===== src/hdl/dmmn_pkg.sv =====
`timescale 1ns / 1ps
// ---------------------------------------------------------------------------
// dmmn_pkg
// Shared types for the depth min/max normalizer: channel payloads, the
// controller state encoding and the controller/datapath command and status bundles.
// ---------------------------------------------------------------------------
package dmmn_pkg;

   localparam int SampleWidth = 16;
   localparam int PixelWidth  = 8;
   localparam int StepCount   = PixelWidth;

   localparam logic ActionMeasure   = 1'b0;
   localparam logic ActionNormalize = 1'b1;

   typedef struct packed {
      logic                          action;
      logic signed [SampleWidth-1:0] sample;
      logic                          frame_start;
      logic                          frame_end;
   } dmmn_req_type;

   typedef struct packed {
      logic [PixelWidth-1:0] pixel;
      logic                  end_of_frame;
   } dmmn_rsp_type;

   typedef enum logic [1:0] {
      ST_IDLE,
      ST_PREP,
      ST_DIVIDE,
      ST_EMIT
   } dmmn_state_type;

   typedef struct packed {
      logic load;     // capture the request
      logic measure;  // fold the request sample into min/max
      logic prep;     // compute range, offset and divider operands
      logic step;     // one restoring divide step
      logic emit;     // move the quotient into the output register
   } dmmn_cmd_type;

   typedef struct packed {
      logic early;     // result known without dividing
      logic last_step; // final divide step this cycle
      logic out_free;  // output register can take a result
   } dmmn_status_type;

endpackage


===== src/hdl/depth_min_max_normalizer.sv =====
`timescale 1ns / 1ps
// ---------------------------------------------------------------------------
// depth_min_max_normalizer
// Two-pass depth frame normalizer: a measure pass tracks min/max, a
// normalize pass maps each Q8.8 sample to an 8-bit pixel.
//
//   channel  ports                                 direction
//   req      req_valid / req_ready / req_payload   in   sample requests
//   rsp      rsp_valid / rsp_ready / rsp_payload   out  pixels
//   csr      csr_valid / csr_ready / csr_wdata     in   flat threshold
//
// A measure request is taken in idle. A normalize request runs accept,
// prepare, 8 restoring divide steps and hand-off, or skips the divide when
// the pixel is flat or clamped. The 8-step divider sets the rate.
// Synchronous reset clears min, max and the threshold to zero.
// A stalled rsp holds the block in hand-off; csr is always ready.
// ---------------------------------------------------------------------------
module depth_min_max_normalizer
   import dmmn_pkg::*;
(
   input  logic                   clock,
   input  logic                   reset,
   input  logic                   req_valid,
   output logic                   req_ready,
   input  dmmn_req_type           req_payload,
   output logic                   rsp_valid,
   input  logic                   rsp_ready,
   output dmmn_rsp_type           rsp_payload,
   input  logic                   csr_valid,
   output logic                   csr_ready,
   input  logic [SampleWidth-1:0] csr_wdata
);

   dmmn_cmd_type    cmd;
   dmmn_status_type status;

   assign csr_ready = 1'b1;

   dmmn_ctrl u_ctrl (
      .clock      (clock),
      .reset      (reset),
      .req_valid  (req_valid),
      .req_action (req_payload.action),
      .req_ready  (req_ready),
      .status     (status),
      .cmd        (cmd)
   );

   dmmn_datapath u_datapath (
      .clock       (clock),
      .reset       (reset),
      .cmd         (cmd),
      .status      (status),
      .req_payload (req_payload),
      .csr_valid   (csr_valid),
      .csr_wdata   (csr_wdata),
      .rsp_valid   (rsp_valid),
      .rsp_ready   (rsp_ready),
      .rsp_payload (rsp_payload)
   );

endmodule


===== src/hdl/dmmn_ctrl.sv =====
`timescale 1ns / 1ps
// ---------------------------------------------------------------------------
// dmmn_ctrl
// Sequencer: accepts a request; for a normalize request runs prepare, eight
// divide steps unless the result is known early, and the hand-off.
// ---------------------------------------------------------------------------
module dmmn_ctrl
   import dmmn_pkg::*;
(
   input  logic            clock,
   input  logic            reset,
   input  logic            req_valid,
   input  logic            req_action,
   output logic            req_ready,
   input  dmmn_status_type status,
   output dmmn_cmd_type    cmd
);

   dmmn_state_type state_ff;
   dmmn_state_type state_in;

   always_ff @(posedge clock) begin
      if (reset) begin
         state_ff <= ST_IDLE;
      end else begin
         state_ff <= state_in;
      end
   end

   always_comb begin
      state_in  = state_ff;
      req_ready = 1'b0;
      cmd       = '0;
      case (state_ff)
         ST_IDLE: begin
            req_ready = 1'b1;
            if (req_valid) begin
               cmd.load = 1'b1;
               if (req_action == ActionMeasure) begin
                  cmd.measure = 1'b1;
               end else begin
                  state_in = ST_PREP;
               end
            end
         end
         ST_PREP: begin
            cmd.prep = 1'b1;
            state_in = status.early ? ST_EMIT : ST_DIVIDE;
         end
         ST_DIVIDE: begin
            cmd.step = 1'b1;
            if (status.last_step) begin
               state_in = ST_EMIT;
            end
         end
         ST_EMIT: begin
            // hold until the output register frees up
            if (status.out_free) begin
               cmd.emit = 1'b1;
               state_in = ST_IDLE;
            end
         end
         default: begin
            state_in = ST_IDLE;
         end
      endcase
   end

endmodule


===== src/hdl/dmmn_datapath.sv =====
`timescale 1ns / 1ps
// ---------------------------------------------------------------------------
// dmmn_datapath
// Min/max tracking, threshold register, restoring divider for
// (sample - min) * 255 / range and the output register.
// ---------------------------------------------------------------------------
module dmmn_datapath
   import dmmn_pkg::*;
(
   input  logic                   clock,
   input  logic                   reset,
   input  dmmn_cmd_type           cmd,
   output dmmn_status_type        status,
   input  dmmn_req_type           req_payload,
   input  logic                   csr_valid,
   input  logic [SampleWidth-1:0] csr_wdata,
   output logic                   rsp_valid,
   input  logic                   rsp_ready,
   output dmmn_rsp_type           rsp_payload
);

   localparam int CntWidth = $clog2(StepCount);

   logic [SampleWidth-1:0]        thresh_ff;
   logic signed [SampleWidth-1:0] min_ff;
   logic signed [SampleWidth-1:0] max_ff;
   logic signed [SampleWidth-1:0] sample_ff;
   logic                          fend_ff;
   logic [SampleWidth-1:0]        range_ff;
   logic [SampleWidth-1:0]        rem_ff;
   logic [PixelWidth-1:0]         num_lo_ff;
   logic [PixelWidth-1:0]         quot_ff;
   logic [CntWidth-1:0]           cnt_ff;
   logic                          rsp_valid_ff;
   dmmn_rsp_type                  rsp_ff;

   logic signed [SampleWidth:0]           range_s;
   logic signed [SampleWidth:0]           diff_s;
   logic                                  flat;
   logic                                  nonpos;
   logic                                  clamp_hi;
   logic [SampleWidth+PixelWidth-1:0]     num;
   logic [SampleWidth:0]                  trial;
   logic                                  trial_ge;

   // operands for the prepare cycle
   assign range_s  = {max_ff[SampleWidth-1], max_ff} - {min_ff[SampleWidth-1], min_ff};
   assign diff_s   = {sample_ff[SampleWidth-1], sample_ff} - {min_ff[SampleWidth-1], min_ff};
   assign flat     = range_s[SampleWidth] || (range_s[SampleWidth-1:0] <= thresh_ff);
   assign nonpos   = diff_s[SampleWidth] || (diff_s == '0);
   assign clamp_hi = !diff_s[SampleWidth]
                     && (diff_s[SampleWidth-1:0] >= range_s[SampleWidth-1:0]);
   // diff * 255 as a shift and subtract; only used when diff < range
   assign num      = {diff_s[SampleWidth-1:0], {PixelWidth{1'b0}}}
                     - {{PixelWidth{1'b0}}, diff_s[SampleWidth-1:0]};

   assign trial    = {rem_ff, num_lo_ff[PixelWidth-1]};
   assign trial_ge = trial >= {1'b0, range_ff};

   assign status.early     = flat || nonpos || clamp_hi;
   assign status.last_step = (cnt_ff == CntWidth'(StepCount - 1));
   assign status.out_free  = !rsp_valid_ff || rsp_ready;

   always_ff @(posedge clock) begin
      if (reset) begin
         thresh_ff <= '0;
         min_ff    <= '0;
         max_ff    <= '0;
      end else begin
         if (csr_valid) begin
            thresh_ff <= csr_wdata;
         end
         if (cmd.measure) begin
            if (req_payload.frame_start) begin
               min_ff <= req_payload.sample;
               max_ff <= req_payload.sample;
            end else begin
               if (req_payload.sample < min_ff) begin
                  min_ff <= req_payload.sample;
               end
               if (req_payload.sample > max_ff) begin
                  max_ff <= req_payload.sample;
               end
            end
         end
      end
   end

   always_ff @(posedge clock) begin
      if (cmd.load) begin
         sample_ff <= req_payload.sample;
         fend_ff   <= req_payload.frame_end;
      end
      if (cmd.prep) begin
         range_ff  <= range_s[SampleWidth-1:0];
         rem_ff    <= num[SampleWidth+PixelWidth-1:PixelWidth];
         num_lo_ff <= num[PixelWidth-1:0];
         cnt_ff    <= '0;
         quot_ff   <= (clamp_hi && !flat && !nonpos) ? {PixelWidth{1'b1}} : '0;
      end else if (cmd.step) begin
         rem_ff    <= trial_ge ? SampleWidth'(trial - {1'b0, range_ff})
                               : trial[SampleWidth-1:0];
         num_lo_ff <= {num_lo_ff[PixelWidth-2:0], 1'b0};
         quot_ff   <= {quot_ff[PixelWidth-2:0], trial_ge};
         cnt_ff    <= cnt_ff + 1'b1;
      end
      if (cmd.emit) begin
         rsp_ff.pixel        <= quot_ff;
         rsp_ff.end_of_frame <= fend_ff;
      end
   end

   always_ff @(posedge clock) begin
      if (reset) begin
         rsp_valid_ff <= 1'b0;
      end else if (cmd.emit) begin
         rsp_valid_ff <= 1'b1;
      end else if (rsp_ready) begin
         rsp_valid_ff <= 1'b0;
      end
   end

   assign rsp_valid   = rsp_valid_ff;
   assign rsp_payload = rsp_ff;

endmodule


===== config.mk =====
export PLATFORM = sky130hd
export DESIGN_NAME = depth_min_max_normalizer
export DESIGN_NICKNAME = d
export VERILOG_FILES = /design/src/hdl/dmmn_pkg.sv /design/src/hdl/depth_min_max_normalizer.sv /design/src/hdl/dmmn_ctrl.sv /design/src/hdl/dmmn_datapath.sv
export SDC_FILE = /design/constraint.sdc
export NUM_CORES = 1
export LEC_CHECK = 0
export BUFFER_PORTS_ARGS = -buffer_cell sky130_fd_sc_hd__clkbuf_2
export CAP_MARGIN = 20
export CORE_MARGIN = 2
export CORE_UTILIZATION = 42
export DETAILED_ROUTE_END_ITERATION = 7
export HOLD_SLACK_MARGIN = 0.05
export PLACE_DENSITY = 0.69
export SLEW_MARGIN = 20
export SYNTH_ARGS = -nofsm -noshare
export SYNTH_HDL_FRONTEND = slang
export SYNTH_SLANG_ARGS = --single-unit

===== constraint.sdc =====
create_clock -name clock -period 4.09 [get_ports clock]
set_input_delay 0.818 -clock clock [delete_from_list [all_inputs] [get_ports clock]]
set_output_delay 0.818 -clock clock [all_outputs]
set_load 0.05 [all_outputs]

==> results.md <==
* Max Cap Violations at 0
* FFs w/ async S/R, synth at 0%
* Relative contribution of combinational cells to total power at 65.2%
* Portion of synthesized cell area occupied by the leading cell type at 22.7%
* Final antenna-violating net count at 0
* Type of the most critical hold path: register to register
* Syn Area/Cell at 9.12 um^2
* Total standard cell area after synthesis at 9770 um^2
* Overall power after layout at 10.5 mW
* Power density cells at 881 nW/um^2
* Port buffer count at 50
* Initial antenna violation count at 0
* Final estimated routing congestion in global placement at 0.907
* Sequential power share at 20.5%
* Final instance area at 11900 um^2
* DIE AREA at 24500 um^2
* Routed length per placed instance at 15.8 um
* Crit path kind: register to register
* Clock Skews at 0.00770 ns
* Maximum clock path buffer count at 2
* DRC violation count after routing at 0
* Data required, critical path at 4.37 ns
* Pin slew with the least headroom to its limit at 1.08 ns
* Grt total ovfl at 0
* Wire length of the first global-routing pass at 38700 um
* Fraction of power spent switching nets at 43.3%
* CTS root buffer: clkbuf_16
* Final setup violation count at 10
* Maximum number of pins on one net before global-route repair at 65
* Mapped Nets at 1238
* Vias in the first global route at 7956
* Worst reg-to-reg path cell count at 21
* Number of optimization iterations in the first detailed-route pass at 5
* Data arrival, critical path at 4.72 ns
* CTS tree: done
* Run status: finished with violations
* Worst Path Max Fanout at 8
* Highest Clock Rate at 225 MHz
* Violations in the final reports: setup timing
* Initial core utilization at 43.0%
* Yosys warns at 0
* Internal power at 5.96 mW
* CTS H-Tree Depth at 4
* Number of enable-type register cells in the synthesized netlist at 74
* Post-layout worst setup margin at -0.351 ns
* Post-detailed-placement cell area at 10900 um^2
* Synthesis-to-finish area growth at 22.1%
* NetSw at 4.55 mW
* First-iteration detailed-routing DRC count at 476
* Aggregate global-route resource usage at 19.8%
* CTS clk-pin slew, worst paths at 0.06 ns
* Via count of the routed design at 8251
* Clock latency on the worst-skew pair at 0.43 ns
* Leakage power at 5.11 nW
* Final WL at 23800 um
* Most frequent standard cell in the layout excluding fill and tap cells: ha_1
* Antenna cells at 0
* VDD IR-drop max at 0.000442 V
* Crit path launch type: register
* Cell variety after synth at 88
* Cell Rows at 55
* Most area-hungry cell type in the Yosys netlist: edfxtp_1
* Vert. Die Dim at 157 um
* Primary FF master, synth: edfxtp_1
* Number of I/O pins at 52
* Endpoints failing hold at 0
* Kind of end point of the critical path: register
* Width of the die at 157 um
* Inserted Clock Buffers at 17
* Worst slew slack as a fraction of its limit at 28.0%
* Total half-perimeter wirelength after legalization and detailed placement at 18200 um
* Ratio of cells with drive above 1 in the final layout at 23.1%
* Vias per inst at 5.47
* Hold path depth at 0
* Clock tree sinks at 128
* Net count reported at finish at 1378
* Final max-slew violation count at 0
* Share of the yosys chip area belonging to registers at 33.8%
* Final Cycle Share at 109%
* Final min period at 4.44 ns
* Placeable core region at 22700 um^2
* RSZ-0062 raised after global routing: yes
* Synthesized instance count at 1071
* Register bit count reported by yosys at 128
* Main area contributors after synthesis: edfxtp_1, ha_1, dfxtp_1
* Commonest cells after routing, fill and taps aside: ha_1, inv_1, buf_4
* Clock power frac at 14.2%
## cell type report
type | instances | area, um^2
Multi-Input combinational cell | 791 | 6210
Sequential cell | 128 | 3310
Tap cell | 285 | 357
Timing Repair Buffer | 155 | 1040
Clock buffer | 17 | 425
Fill cell | 2070 | 10800
Inverter | 118 | 443
Clock inverter | 15 | 149
## power groups by stage
stage | clock (mW) | combinational (mW) | sequential (mW)
3_3_place_gp | 0 | 6.05 | 2.17
4_1_cts | 1.52 | 6.52 | 2.16
5_1_grt | 1.57 | 7.59 | 2.20
2_1_floorplan | 0 | 4.33 | 2.16
3_5_place_dp | 0 | 6.20 | 2.19
6_report | 1.49 | 6.86 | 2.16
## layer usage
layer	global-route usage, %	wire (um)	part of all wire [%]	up-vias
met5	0	0	0	-
met4	9.31	812	3.4	0
met3	2.77	806	3.4	40
met2	32.4	11200	47	180
met1	26.0	11000	46	3851
li1	-	-	-	4180
## logic make-up after synthesis
logic type / Yosys count / share of synthesized area, %
compound gates: 277 / 19.1
other cells: 1 / 0.0384
buf+inv: 152 / 6.03
xor+xnor: 48 / 4.65
simple gates: 292 / 15.1
mux: 45 / 4.67
flops: 128 / 33.8
fa+ha+maj: 128 / 16.6
## per-stage QoR
stage               setup TNS (ns)  std cells  hold slack, ns  setup slack [ns]  utilization, %
finish                       -2.92       1509           0.422            -0.351            52.5
CTS                          -2.07       1505           0.425            -0.266            51.7
global placement             -3.38       1461           0.403            -0.373            48.1
global route                 -5.04       1509           0.430            -0.540            52.5
detailed placement           -5.02       1461           0.410            -0.556            48.1
floorplan                        0       1071           0.400            0.0226               -
## worst max-delay path, cell delays in order (launching register included)
cell and delay [ns]:
dfxtp_2 0.32, inv_2 0.06, ha_4 0.14, inv_2 0.03, fa_2 0.35, a211oi_2 0.27, o21a_1 0.25, o31ai_4 0.09
o31a_1 0.27, and2_4 0.16, o21a_1 0.17, nor2_2 0.13, xnor2_2 0.08, ha_1 0.32, nand2_2 0.09, nor2_4 0.10
and3_4 0.21, o21ai_2 0.06, o311ai_2 0.28, nand3b_1 0.16, or4b_4 0.63, o21ai_2 0.10
## state kept, by name, summed over array words and instances (netlist names)
name and count:
u_ctrl.state_ff 2, u_datapath.rsp_valid 1, u_datapath.rem_ff 16, u_datapath.fend_ff 1
u_datapath.rsp_payload 9, u_datapath.sample_ff 16, u_datapath.range_ff 16, u_datapath.num_lo_ff 8
u_datapath.quot_ff 8, u_datapath.thresh_ff 16, u_datapath.cnt_ff 3, u_datapath.min_ff 16
u_datapath.max_ff 16
## cells in the mapped netlist (all sizes together) (5+ instances only)
library cell / count
nand2: 43
inv: 117
and3: 8
mux2i: 40
nand2b: 13
nor4: 7
nand4: 13
clkbuf: 26
ha: 124
a21o: 24
dfxtp: 54
xor2: 15
a21oi: 81
mux2: 5
and2: 6
a221oi: 5
edfxtp: 74
nor2b: 17
o21ai: 59
or3: 10
nand3: 39
o31ai: 9
o21bai: 6
a31oi: 14
xnor2: 33
nor2: 89
o211ai: 7
o21a: 15
nor3: 24
a211oi: 19
buf: 8
## final timing paths
check / from / slack [ns] / endpoint
max reg2reg: u_datapath.max_ff[0]$_SDFFE_PP0P_ / -0.35 / u_datapath.quot_ff[3]$_DFFE_PP_
max: u_datapath.max_ff[0]$_SDFFE_PP0P_ / -0.35 / u_datapath.quot_ff[3]$_DFFE_PP_
min reg2reg: u_datapath.fend_ff$_DFFE_PP_ / 0.42 / u_datapath.rsp_payload[0]$_DFFE_PP_
min: u_datapath.fend_ff$_DFFE_PP_ / 0.42 / u_datapath.rsp_payload[0]$_DFFE_PP_
## repair_timing
item	in CTS	in global routing
pin swaps	19	34
setup endpoints to repair	15	18
buffers inserted	12	5
gates resized for setup	41	34
cloned	0	0
hold buffers	0	0
endpoints found under the hold margin	0	0
Power figures use the tool's default switching activity.
